File: config.mk
export PLATFORM = sky130hd
export DESIGN_NAME = fifo_lru_cache_replacement
export DESIGN_NICKNAME = d
export VERILOG_FILES = /design/src/flc_pkg.sv /design/src/flc_lookup.sv /design/src/flc_store.sv /design/src/fifo_lru_cache_replacement.sv
export SDC_FILE = /design/constraint.sdc
export NUM_CORES = 1
export LEC_CHECK = 0
export BUFFER_PORTS_ARGS = -buffer_cell sky130_fd_sc_hd__buf_2
export CAP_MARGIN = 25
export CELL_PAD_IN_SITES_DETAIL_PLACEMENT = 0
export CELL_PAD_IN_SITES_GLOBAL_PLACEMENT = 1
export CORE_UTILIZATION = 44
export DETAILED_ROUTE_END_ITERATION = 16
export PLACE_DENSITY = 0.77
export RECOVER_POWER = 25
export SLEW_MARGIN = 5
export SYNTH_ARGS = -nofsm -noshare
export SYNTH_HDL_FRONTEND = slang
export SYNTH_SLANG_ARGS = --single-unit
File: constraint.sdc
create_clock -name clk_i -period 11.85 [get_ports clk_i]
set_input_delay 1.185 -clock clk_i [delete_from_list [all_inputs] [get_ports clk_i]]
set_output_delay 1.185 -clock clk_i [all_outputs]
set_load 0.01 [all_outputs]
File: src/flc_pkg.sv
// ----------------------------------------------------------------------------
// flc_pkg: shared definitions for the block cache
// Sizes, configuration register indexes and the structs that pass between
// the lookup, the slot store and the top level.
// ----------------------------------------------------------------------------
package flc_pkg;

  localparam int ENTRIES    = 8;
  localparam int BLOCK_BITS = 16;

  // Fixed widths of the ports.
  localparam int REF_W      = 16;
  localparam int SLOT_OUT_W = 3;
  localparam int EVB_W      = 16;
  localparam int CNT_W      = 32;
  localparam int SIU_W      = 4;
  localparam int CFG_DATA_W = 4;
  localparam int CFG_IDX_W  = 1;

  // Internal widths that follow from the entry count.
  localparam int SLOT_W = (ENTRIES > 1) ? $clog2(ENTRIES) : 1;
  localparam int AGE_W  = SLOT_W;
  localparam int FILL_W = $clog2(ENTRIES + 1);

  // Configuration register indexes.
  localparam logic [CFG_IDX_W-1:0] CFG_POLICY = CFG_IDX_W'(0);
  localparam logic [CFG_IDX_W-1:0] CFG_SIZE   = CFG_IDX_W'(1);

  typedef logic [BLOCK_BITS-1:0] blk_t;
  typedef logic [AGE_W-1:0]      age_t;
  typedef logic [SLOT_W-1:0]     slot_t;
  typedef logic [FILL_W-1:0]     fill_t;

  typedef blk_t [ENTRIES-1:0] blk_arr_t;
  typedef age_t [ENTRIES-1:0] age_arr_t;

  // Result of the parallel search over the filled slots.
  typedef struct packed {
    logic  hit;
    slot_t hit_slot;
    slot_t old_slot;
  } look_t;

  // Update command from the top level to the slot store.
  typedef struct packed {
    logic  en;
    logic  hit;
    logic  lru;
    logic  grow;
    slot_t slot;
    blk_t  blk;
  } upd_t;

endpackage

File: src/flc_lookup.sv
// ----------------------------------------------------------------------------
// flc_lookup: parallel tag compare and victim pick
// Compares a block number against every filled slot and finds the slot with
// the highest age rank.
// ----------------------------------------------------------------------------
module flc_lookup (
  input  flc_pkg::blk_t     blk_i,
  input  flc_pkg::blk_arr_t blocks_i,
  input  flc_pkg::age_arr_t ages_i,
  input  flc_pkg::fill_t    filled_i,
  output flc_pkg::look_t    look_o
);
  import flc_pkg::*;

  always_comb begin
    logic found;
    slot_t hit_slot;
    slot_t best;
    age_t  best_age;
    found    = 1'b0;
    hit_slot = '0;
    best     = '0;
    best_age = ages_i[0];
    for (int i = 0; i < ENTRIES; i++) begin
      if (!found && (i < int'(filled_i)) && (blocks_i[i] == blk_i)) begin
        found    = 1'b1;
        hit_slot = SLOT_W'(i);
      end
      // Ties keep the lowest slot.
      if ((i > 0) && (i < int'(filled_i)) && (ages_i[i] > best_age)) begin
        best     = SLOT_W'(i);
        best_age = ages_i[i];
      end
    end
    look_o.hit      = found;
    look_o.hit_slot = hit_slot;
    look_o.old_slot = best;
  end

endmodule

File: src/flc_store.sv
// ----------------------------------------------------------------------------
// flc_store: slot block numbers, age ranks and fill count
// Applies one hit or miss update per cycle to the slot registers.
// ----------------------------------------------------------------------------
module flc_store (
  input  logic              clk_i,
  input  logic              rst_ni,
  input  flc_pkg::upd_t     upd_i,
  output flc_pkg::blk_arr_t blocks_o,
  output flc_pkg::age_arr_t ages_o,
  output flc_pkg::fill_t    filled_o
);
  import flc_pkg::*;

  blk_arr_t blocks_q, blocks_d;
  age_arr_t ages_q, ages_d;
  fill_t    filled_q, filled_d;

  always_comb begin
    age_t lim;
    blocks_d = blocks_q;
    ages_d   = ages_q;
    filled_d = filled_q;
    lim      = ages_q[upd_i.slot];
    if (upd_i.en) begin
      if (upd_i.hit) begin
        if (upd_i.lru) begin
          // Slots younger than the hit slot age by one; the hit slot is newest.
          for (int i = 0; i < ENTRIES; i++) begin
            if (i < int'(filled_q)) begin
              if (SLOT_W'(i) == upd_i.slot) begin
                ages_d[i] = '0;
              end else if (ages_q[i] < lim) begin
                ages_d[i] = ages_q[i] + AGE_W'(1);
              end
            end
          end
        end
      end else begin
        for (int i = 0; i < ENTRIES; i++) begin
          if (i < int'(filled_q)) begin
            ages_d[i] = ages_q[i] + AGE_W'(1);
          end
        end
        ages_d[upd_i.slot]   = '0;
        blocks_d[upd_i.slot] = upd_i.blk;
        if (upd_i.grow) begin
          filled_d = filled_q + FILL_W'(1);
        end
      end
    end
  end

  always_ff @(posedge clk_i) begin
    blocks_q <= blocks_d;
    ages_q   <= ages_d;
  end

  always_ff @(posedge clk_i or negedge rst_ni) begin
    if (!rst_ni) begin
      filled_q <= '0;
    end else begin
      filled_q <= filled_d;
    end
  end

  assign blocks_o = blocks_q;
  assign ages_o   = ages_q;
  assign filled_o = filled_q;

endmodule

File: src/fifo_lru_cache_replacement.sv
// ----------------------------------------------------------------------------
// fifo_lru_cache_replacement: fully associative block cache, FIFO or LRU
// Looks up one block number per cycle, fills or replaces a slot on a miss
// and reports hits, evictions and running counts.
// ----------------------------------------------------------------------------
// Usage
// A word (one block number on block_ref_i) is taken at a rising edge where
// start is high and busy is low. busy stays low, so a new word may be
// offered in every cycle. The word is registered, searched against all
// filled slots, and the result is registered: done_o rises at the rising
// edge after the accepting edge and stays high for exactly one cycle, with
// hit_o, slot_o, evicted_o and evicted_block_o valid in that cycle.
// hit_count_o and ref_count_o are the running counters; they include the
// word whose result is shown. Throughput is one word per cycle; the input
// register and the result register lie around the compare logic.
// The receiver cannot stall, so results are never held back.
// Configuration (index 0: policy_lru, index 1: slots_in_use) is written
// through cfg_we_i, cfg_idx_i and cfg_data_i while no word is in flight.
// Reset empties the cache, clears both counters and sets FIFO policy with
// all eight slots in use; no clearing pass is needed.
// ----------------------------------------------------------------------------
module fifo_lru_cache_replacement (
  input  logic                                 clk_i,
  input  logic                                 rst_ni,
  input  logic                                 start,
  output logic                                 busy,
  input  logic [flc_pkg::REF_W-1:0]            block_ref_i,
  input  logic                                 cfg_we_i,
  input  logic [flc_pkg::CFG_IDX_W-1:0]        cfg_idx_i,
  input  logic [flc_pkg::CFG_DATA_W-1:0]       cfg_data_i,
  output logic                                 done_o,
  output logic                                 hit_o,
  output logic [flc_pkg::SLOT_OUT_W-1:0]       slot_o,
  output logic                                 evicted_o,
  output logic [flc_pkg::EVB_W-1:0]            evicted_block_o,
  output logic [flc_pkg::CNT_W-1:0]            hit_count_o,
  output logic [flc_pkg::CNT_W-1:0]            ref_count_o
);
  import flc_pkg::*;

  // The pipeline never holds a word back.
  assign busy = 1'b0;

  // Configuration registers.
  logic             policy_q;
  logic [SIU_W-1:0] siu_q;

  always_ff @(posedge clk_i or negedge rst_ni) begin
    if (!rst_ni) begin
      policy_q <= 1'b0;
      siu_q    <= SIU_W'(8);
    end else if (cfg_we_i) begin
      case (cfg_idx_i)
        CFG_POLICY: policy_q <= cfg_data_i[0];
        CFG_SIZE:   siu_q    <= SIU_W'(cfg_data_i);
        default:    ;
      endcase
    end
  end

  // Input register: one block number per cycle.
  logic in_valid_q;
  blk_t in_blk_q;

  always_ff @(posedge clk_i or negedge rst_ni) begin
    if (!rst_ni) begin
      in_valid_q <= 1'b0;
    end else begin
      in_valid_q <= start && !busy;
    end
  end

  always_ff @(posedge clk_i) begin
    if (start && !busy) begin
      in_blk_q <= BLOCK_BITS'(block_ref_i);
    end
  end

  // Slot state and the parallel search over it.
  blk_arr_t blocks;
  age_arr_t ages;
  fill_t    filled;
  look_t    look;
  upd_t     upd;

  flc_lookup u_lookup (
    .blk_i    (in_blk_q),
    .blocks_i (blocks),
    .ages_i   (ages),
    .filled_i (filled),
    .look_o   (look)
  );

  // Effective cache size: zero acts as one, anything above the built entry
  // count acts as the entry count. When the size is shrunk below the fill
  // count, the cache simply counts as full.
  fill_t size;
  logic  full;
  slot_t where;
  logic  evict;

  always_comb begin
    if (siu_q == '0) begin
      size = FILL_W'(1);
    end else if (int'(siu_q) > ENTRIES) begin
      size = FILL_W'(ENTRIES);
    end else begin
      size = FILL_W'(siu_q);
    end
    full  = (filled >= size);
    evict = !look.hit && full;
    if (look.hit) begin
      where = look.hit_slot;
    end else if (!full) begin
      where = SLOT_W'(filled);
    end else begin
      where = look.old_slot;
    end
    upd.en   = in_valid_q;
    upd.hit  = look.hit;
    upd.lru  = policy_q;
    upd.grow = !look.hit && !full;
    upd.slot = where;
    upd.blk  = in_blk_q;
  end

  flc_store u_store (
    .clk_i    (clk_i),
    .rst_ni   (rst_ni),
    .upd_i    (upd),
    .blocks_o (blocks),
    .ages_o   (ages),
    .filled_o (filled)
  );

  // Saturating hit and reference counters.
  logic [CNT_W-1:0] hits_q, refs_q;

  always_ff @(posedge clk_i or negedge rst_ni) begin
    if (!rst_ni) begin
      hits_q <= '0;
      refs_q <= '0;
    end else if (in_valid_q) begin
      if (refs_q != '1) begin
        refs_q <= refs_q + CNT_W'(1);
      end
      if (look.hit && (hits_q != '1)) begin
        hits_q <= hits_q + CNT_W'(1);
      end
    end
  end

  // Result register.
  logic  done_q;
  logic  hit_q;
  slot_t slot_q;
  logic  evicted_q;
  blk_t  evb_q;

  always_ff @(posedge clk_i or negedge rst_ni) begin
    if (!rst_ni) begin
      done_q <= 1'b0;
    end else begin
      done_q <= in_valid_q;
    end
  end

  always_ff @(posedge clk_i) begin
    if (in_valid_q) begin
      hit_q     <= look.hit;
      slot_q    <= where;
      evicted_q <= evict;
      evb_q     <= evict ? blocks[where] : '0;
    end
  end

  assign done_o          = done_q;
  assign hit_o           = hit_q;
  assign slot_o          = SLOT_OUT_W'(slot_q);
  assign evicted_o       = evicted_q;
  assign evicted_block_o = EVB_W'(evb_q);
  assign hit_count_o     = hits_q;
  assign ref_count_o     = refs_q;

`ifndef ASSERT_OFF
  // An accepted word produces its result strobe after the input and result registers.
  a_done_latency: assert property (@(posedge clk_i) disable iff (!rst_ni)
    (start && !busy) |-> ##2 done_o)
    else $error("result strobe missing two cycles after an accepted word");

  // A hit never evicts.
  a_hit_no_evict: assert property (@(posedge clk_i) disable iff (!rst_ni)
    done_o |-> !(hit_o && evicted_o))
    else $error("hit and eviction reported together");

  // The fill count never exceeds the built entry count.
  a_fill_bound: assert property (@(posedge clk_i) disable iff (!rst_ni)
    int'(filled) <= ENTRIES)
    else $error("fill count above entry count");

  // Hits can never outnumber references.
  a_hits_le_refs: assert property (@(posedge clk_i) disable iff (!rst_ni)
    hit_count_o <= ref_count_o)
    else $error("hit count above reference count");
`endif

endmodule
==> results of run 1 <==
## layout by cell type, fill, tap and decap left out, drive strengths merged, types with 37 or more instances in the layout
cell / netlist / final
a21oi: 40 / 40
buf: 38 / 158
dfrtp: 74 / 74
edfxtp: 189 / 189
ha: 37 / 37
mux2i: 40 / 40
nand2: 202 / 202
nand3: 81 / 81
nor2: 90 / 90
xnor2: 127 / 127
xor2: 82 / 82
## flip-flops by register name, indices dropped and copies added, names as in the netlist
name	count
policy_q	1
hit_count_o	32
siu_q	4
u_store.filled_o	4
hit_o	1
u_store.ages_o	24
u_store.blocks_o	128
in_valid_q	1
evicted_o	1
done_o	1
in_blk_q	16
evicted_block_o	16
ref_count_o	32
slot_o	3
## layer usage
layer / GRT usage / vias up / share of wire / routed length [um]
li1: - / 4942 / - / -
met1: 0.310 / 5027 / 0.44 / 16700
met2: 0.376 / 295 / 0.48 / 18200
met3: 0.0293 / 59 / 0.048 / 1830
met4: 0.0699 / 0 / 0.031 / 1160
met5: 0 / - / 0 / 0
## synthesized netlist by cell type (7+ instances only)
cell	n	area [um2]
nand2_1	201	754
edfxtp_1	189	5680
xnor2_1	127	1110
nor2_1	88	330
xor2_1	82	718
nand3_1	80	400
dfrtp_1	74	1850
a21oi_1	39	195
mux2i_1	39	390
ha_1	37	463
inv_1	32	120
nand4_1	31	194
buf_2	27	135
o21ai_0	24	120
and3_1	22	138
clkbuf_1	21	78.8
nor4_1	19	119
nor3_1	14	70.1
mux2_2	13	146
o21ai_1	9	45.0
a311o_1	8	80.1
buf_1	8	30.0
o31ai_1	8	60.1
o22ai_1	7	43.8
## logic make-up (layout without fill, tap and decap cells)
| kind of cell | after synthesis | after routing |
|---|---|---|
| and+or+nand+nor | 499 | 499 |
| DFF | 264 | 264 |
| xor gates and xnor gates | 209 | 209 |
| AOI/OAI and AO/OA | 153 | 153 |
| buffers and inverters | 94 | 246 |
| muxes | 53 | 53 |
| adders and majority gates | 40 | 40 |
| other | 1 | 1 |
## through the flow
stage	hold slack (ns)	TNS (ns)
2_1_floorplan	0.480	0
3_3_place_gp	0.471	0
3_5_place_dp	0.476	-1.29
4_1_cts	0.489	0
5_1_grt	0.506	-0.327
6_report	0.488	0
## area by class of cell
cell class              instances  area [um2]
multi-input cells             955        6420
clock inverters                19         200
inverters                      35         131
clock buffers                  33         739
repair buffers                159         952
fillers                      2906       15200
flip-flops and latches        264        7550
well taps                     402         503
## worst max-delay path by stage
stage	to	slack, ns
after global routing	u_store.ages_o[18]	-0.06
after global placement	u_store.ages_o[18]	0.1
after floorplan	u_store.ages_o[18]	0.24
final	u_store.ages_o[18]	0.55
after detailed placement	u_store.ages_o[19]	-0.26
after CTS	u_store.ages_o[13]	0.11
## repair_timing
| item | in CTS | in global routing |
|---|---|---|
| setup endpoints to repair | 21 | 157 |
| resized for setup | 2 | 22 |
| pin swaps | 0 | 9 |
| buffers inserted | 0 | 10 |
==> out/summary.md, run 1 <==
Part of the Yosys area used for sequential elements: 0.529. After detailed placement, the total cell area comes to 15300 um2. For the starting utilization of the core area, the log shows 0.450. A synthesized cell averages 10.9 um2. The H-tree depth is 1. Across all register-to-register paths, the minimum setup slack is 0.55 ns. The cell area that synthesis handed to floorplanning was 14300 um2.

Dividing the detail-routed via count by the number of cells gives 5.53. The tools report the via count of the first global-routing pass as 9943. Buffers placed on the I/O ports in this run total 110. In this run the vertical extent of the chip is 182 um. Derived from the worst setup path, the maximum achievable clock frequency is 88.5 MHz. The number of nets with antenna violations after detailed routing came out at 0. Counting flops and latches in the post-synthesis netlist gives 264.

Across all setup checks in the final design, the least slack found is 0.551 ns. The tools report the worst slack after detailed placement as -0.259 ns. After synthesis, the largest family of logic cells by area is simple AND/OR/NAND/NOR gates. The buffers plus inverters on the worst setup path is 3, and the data required time of the critical path is 12.10 ns. The first global-routing pass estimated 58000 um of wire. The worst hold path begins at hit_count_o[28]. The slowest stage of the critical path is the edfxtp_1 cell.

Among all flip-flop cells after synthesis, the most frequent one is edfxtp_1. Buffers inserted to repair hold after CTS numbered 0. The floorplan step defined a core boundary enclosing 31700 um2. The number of cells on the worst reg-to-reg path is 54.

The hold violation total from the final report is 0, and the worst slew margin relative to its limit is -0.0989. With fillers left out, the area of the finished cells amounts to 16500 um2. The run gives 0 as the total DRC errors in the routed layout. The number of antenna diodes in the final layout is 0.

For the pin with the worst max-slew slack, the measured transition is 1.65 ns. The flow ran to the end, but the final reports show violations. TritonCTS built the clock tree.

XOR/XNOR share of the synthesized area: 0.128. The finished layout holds 1867 standard cells, fillers aside. For the number of nets in the synthesized netlist, the log shows 1375. On the critical path the largest part of the delay comes from compound AO/OA/AOI/OAI gates. The checks that failed: max-capacitance violations, max-slew violations. Number of max-slew violations in the final report: 29.

The area fraction in and, or, nand and nor cells after synthesis was 0.163; the count of flip-flops with a built-in enable after synthesis was 189. The root buffer cell chosen for the clock tree is clkbuf_16. Counting tap cells, the placed design contains a total of 1804 instances.

The clock latency of the later-clocked register in the worst-skew pair was 0.57 ns; the number of buffers inserted during clock tree synthesis was 28. Detailed placement ended at an HPWL of 26200 um. The area share of fa/ha/maj cells after synthesis works out to 0.0346. The number of violations of the max-capacitance limit came out at 1. Logic depth of the worst path, buffers included: 54.

The fraction of the cycle the final worst path needs is 0.954, and the iteration-0 DRC count of the detailed router is 621. The compound-gate portion of the synthesized area works out to 0.0769. The first-pass iteration count of the detailed router was 7; the synthesis-to-layout area growth was 15.7%. The post-synthesis mux area share works out to 0.0386. The logs give 0 for the count of yosys warnings during synthesis and 37900 um for the wire length after detailed routing.

The maximum count of clock buffers along a single path was 3; the clock slew seen by the registers of the worst setup and hold paths was 0.06 ns. The ratio of cells with drive above 1 in the final layout was 0.182. The critical path capture point type was a flop. Counting every sink on the clock net gives 264. End of the worst register-to-register path: u_store.ages_o[18]. The final net count came out at 1505.

The worst hold path terminates at hit_count_o[28]. Setup violations remaining at the end of the flow were counted as 0. The run gives 0.0425 ns as the worst setup skew after layout.

Initial antenna violation count: 0. Class of the tightest hold or removal check: reg2reg. After synthesis, the netlist uses 84 different library cells. STA classifies the critical path startpoint as a flop. The hold path depth was 1. In the final routed layout, each cell accounts on average for 20.3 um. Of all nets on the critical path, the largest fanout is 8. For this run, the slowest stage of the critical path takes 0.39 ns.

Worst setup path startpoint: u_store.ages_o[3]. The floorplan step set the die width to 182 um. The number of rows in the core area was 65; the shortest period the worst path allows was 11.30 ns. The logs give 33100 um2 for the die area and 112 for the number of top-level pins. For the pin count of the biggest net entering global routing, the log shows 76. The fraction of registers with async set/reset came out at 0.284.

The classification of the worst setup path is reg2reg. The final cell utilization of the core was 0.520. At the end of routability-driven placement, the weighted congestion stood at 0.913.

Counting every instance in the synthesized netlist gives 1313. Most prevalent standard cell on the critical path: ha_1. The data arrival time of the critical path came out at 11.55 ns. The reg-to-reg critical path startpoint was u_store.ages_o[3]. The total global-route track usage is 0.227, and the global route total overflow is 0. Detailed-route via count: 10323.
Power of run 1 is left out: the tool's default activity adds up to more than one toggle a clock period on the data nets, which glitch-free logic cannot reach.
==> inputs of run 2 (changes only) <==
--- a/config.mk
+++ b/config.mk
@@ -9,11 +9,12 @@
 export CAP_MARGIN = 25
 export CELL_PAD_IN_SITES_DETAIL_PLACEMENT = 0
 export CELL_PAD_IN_SITES_GLOBAL_PLACEMENT = 1
-export CORE_UTILIZATION = 44
+export CORE_UTILIZATION = 45
 export DETAILED_ROUTE_END_ITERATION = 16
 export PLACE_DENSITY = 0.77
 export RECOVER_POWER = 25
 export SLEW_MARGIN = 5
 export SYNTH_ARGS = -nofsm -noshare
 export SYNTH_HDL_FRONTEND = slang
+export SYNTH_HIERARCHICAL = 1
 export SYNTH_SLANG_ARGS = --single-unit
==> run 2 against run 1 <==
Against the previous run:
- the run still ends with max-capacitance violations, max-slew violations left
- worst hold slack worse by 0.0039 ns
- global-route usage is 0.86 points lower
- sequential share of layout area is 0.36 points higher
- worst setup slack better by 0.40 ns
- critical path depth is 9 lower
- flip-flop and latch count stayed put
- cell count is 7.6% lower
- critical path type unchanged
==> out/summary.md, run 2 <==
The run finished, with violations left. The checks that failed: max-capacitance violations, max-slew violations. The largest fanout on the critical path works out to 47 (+39).

The overall die height was 181 um (-0.64%); the clock latency of the later-clocked register in the worst-skew pair was 0.55 ns (-0.02 ns). The endpoint identified for the worst register-to-register timing path is u_store/ages_o[9]. The met1 wire length was 16700 um (-0.30%); the final cell utilization of the core was 0.519 (-0.00136). In the layout the commonest cells are edfxtp_1 (189), xnor2_1 (143), buf_2 (108), nor2_1 (85), dfrtp_1 (74).

The post-CTS setup buffer count is 0 (unchanged). The run gives 89 (+6.0%) as the count of cell types in the netlist. STA classifies the critical path endpoint as a flop. Total length of routed met3 wires: 2120 um (+16%). The largest stage delay on the critical path is 0.67 ns (+0.28 ns). Average wire per standard cell: 20.4 um (+0.70%). Data required time of the critical path: 12.13 ns (+0.03 ns).

The antenna diode count is 0 (unchanged), and the number of top-level pins is 112 (unchanged). The dominant cell by count in the synthesized netlist is edfxtp_1. The number of violations of the max-capacitance limit was 1 (unchanged); the reg-to-reg setup timing slack was 0.95 ns (+0.40 ns). The tools report the area of the mapped netlist as 14400 um2 (+0.95%).

For the initial antenna violation count, the log shows 0 (unchanged). The fraction of the cycle the final worst path needs was 0.920 (-0.0339); the worst setup skew after layout was 0.0104 ns (-0.0321 ns). The logs give 28 (unchanged) for the number of buffers inserted during clock tree synthesis and 0 (unchanged) for the final count of negative-setup-slack endpoints.

For the number of max-slew violations in the final report, the log shows 31 (+6.9%). For the worst slack after detailed placement, the log shows 0.475 ns (+0.734 ns). The total met2 wirelength after detailed routing is 15800 um (-13%), and the iteration-0 DRC count of the detailed router is 738 (+19%).

The critical path is of the reg2reg type. Number of vias per cell: 5.62 (+1.7%). The count of flip-flops with a built-in enable after synthesis was 189 (unchanged); the data arrival time of the critical path was 11.17 ns (-0.38 ns). The starting utilization of the core area was 0.456 (+0.00660); the ratio of cells with drive above 1 in the final layout was 0.208 (+0.0263). The H-tree depth is 1 (unchanged), and the worst slew margin relative to its limit is -0.134 (-0.0352). The reg-to-reg critical path startpoint was u_store/ages_o[5]. The tools report the wire length after detailed routing as 35200 um (-7.0%).

Relative to the synthesized area, the layout overhead comes to 13.7%. The synthesized instance count is 1176 (-10%), and the fraction of post-synthesis cell area in the top cell type by area is 0.394 (-0.00373). The worst setup path is launched from a flop. For the count of yosys warnings during synthesis, the log shows 6 (+6). The core area was 31600 um2 (-0.51%); the maximum count of clock buffers along a single path was 3 (unchanged). The tools report the number of nets with antenna violations after detailed routing as 0 (unchanged). The shortest period the worst path allows is 10.90 ns (-0.402 ns). The part of the Yosys area used for sequential elements was 0.524 (-0.00497). By area the synthesized netlist is led by edfxtp_1 (39%), dfrtp_1 (13%), xnor2_1 (8.7%). Total DRC errors in the routed layout: 0 (unchanged).

The path class of the tightest hold or removal check is reg2reg. The clock sink count is 264 (unchanged), and the via count of the first global-routing pass is 9600 (-3.4%). The placed standard-cell area came out at 15400 um2 (+0.40%).

The number of nets in the synthesized netlist is 1246 (-9.4%). The count of port buffers added during placement is 110 (unchanged). Commonest non-fill, non-tap cell in the layout: edfxtp_1. The die width is 181 um (-0.64%). In this run the most critical hold path is launched from ref_count_o[18].

Number of cells on the worst reg-to-reg path: 45 (-17%). For the total global-route track usage, the log shows 0.218 (-0.00863). The cell type with the highest aggregate area in the netlist is edfxtp_1.

The run gives 76 (unchanged) as the pin count of the biggest net entering global routing. The most prevalent standard cell on the critical path is ha_1. The fraction of registers with async set/reset is 0.284 (unchanged), and the detailed-route via count is 9702 (-6.0%). The slew at the pin closest to its max-slew limit works out to 1.70 ns (+0.0528 ns). The hold path depth works out to 1 (unchanged).

The worst hold path terminates at ref_count_o[18]. The number of synthesized register bits is 264 (unchanged). For the number of rows in the core area, the log shows 65 (unchanged).

The final net count was 1371 (-8.9%). The mean instance size in the synthesized netlist came out at 12.2 um2 (+13%). TritonCTS built the clock tree. In the synthesized netlist the dominant register cell turns out to be edfxtp_1. The logs give 16400 um2 (-0.77%) for the cell area after layout and 32700 um2 (-1.3%) for the die area. The total negative setup slack came out at 0 ns (unchanged).

In this run the clock root is driven by a clkbuf_16. The weighted congestion at the end of routability-driven global placement came out at 0.857 (-6.1%). The critical path starts at u_store/ages_o[5]. For the first-pass iteration count of the detailed router, the log shows 7 (unchanged). The largest individual stage delay along the critical path comes from the cell buf_4. Routed signal wires occupy layers up through met4. The worst setup slack after layout came out at 0.952 ns (+0.402 ns). Setup repair after global routing left no endpoint under its margin. The clock slew seen by the registers of the worst setup and hold paths came out at 0.06 ns (about the same). The flip-flop count of the largest register, all copies and words added was 128 (unchanged); the highest clock frequency the design can meet was 91.8 MHz (+3.7%).

The tools report the global route total overflow as 0 (unchanged). The fill cell total of the finished layout is 2789 (-4.0%). The first-pass GRT wire length is 56100 um (-3.2%), and the placed wire-length estimate after detailed placement is 24500 um (-6.5%). In the synthesized netlist, the cells that appear most often are edfxtp_1 (189), xnor2_1 (143), nor2_1 (85). The hold violation total from the final report is 0 (unchanged).
-- run 2: area by class of cell --
class                      instances  area [um2]  share of cell area
timing repair buffer             140         771              0.0471
inverter                          31         116             0.00711
clock inverter                    13         183              0.0112
clock buffer                      39         762              0.0465
multi-input combinational        836        6490               0.396
tap                              402         503              0.0307
sequential                       264        7550               0.461
-- run 2: logic make-up (layout without fill, tap and decap cells) --
| family | count (synthesis) | in the layout | synth area share |
|---|---|---|---|
| AO/OA/AOI/OAI | 134 | 134 | 0.0755 |
| multiplexers | 91 | 91 | 0.0738 |
| buffers and inverters | 76 | 223 | 0.0278 |
| flip-flops | 264 | 264 | 0.524 |
| adder cells (fa/ha/maj) | 45 | 45 | 0.0391 |
| AND/OR/NAND/NOR | 356 | 356 | 0.132 |
| XOR/XNOR | 209 | 209 | 0.127 |
| other | 1 | 1 | 0.000260 |
-- run 2: worst max-delay path, delay by kind of cell (launching register included) --
kind                     cells  cell delay, ns
AO/OA/AOI/OAI               15            3.29
AND/OR/NAND/NOR             16            2.02
adder cells (fa/ha/maj)      7            1.99
multiplexers                 5            1.95
buffers and inverters        2            0.83
flip-flops                   1            0.54
-- run 2: worst max-delay path by stage --
stage	endpoint	slack (ns)
after floorplan	u_store/blocks_o[48]	0.93
final	u_store/ages_o[9]	0.95
after CTS	u_store/ages_o[22]	0.44
after global routing	u_store/ages_o[1]	0.03
after global placement	evicted_block_o[12]	0.60
after detailed placement	u_store/ages_o[21]	0.47
-- run 2: per-stage QoR --
stage,hold slack (ns),std cells
floorplan,0.480,1176
global placement,0.472,1672
detailed placement,0.474,1672
CTS,0.487,1724
global route,0.502,1725
finish,0.484,1725
-- run 2: repair_timing --
item | CTS | global route
gates resized for setup | 0 | 5
endpoints found under the setup margin | 0 | 56
hold buffers | 0 | 0
-- run 2: layer usage --
metal	global-route usage	up-vias
met2	0.336	298
met4	0.0557	0
met3	0.0345	39
met1	0.321	4769
li1	-	4596
met5	0	-
Power of run 2 is left out for the same reason.
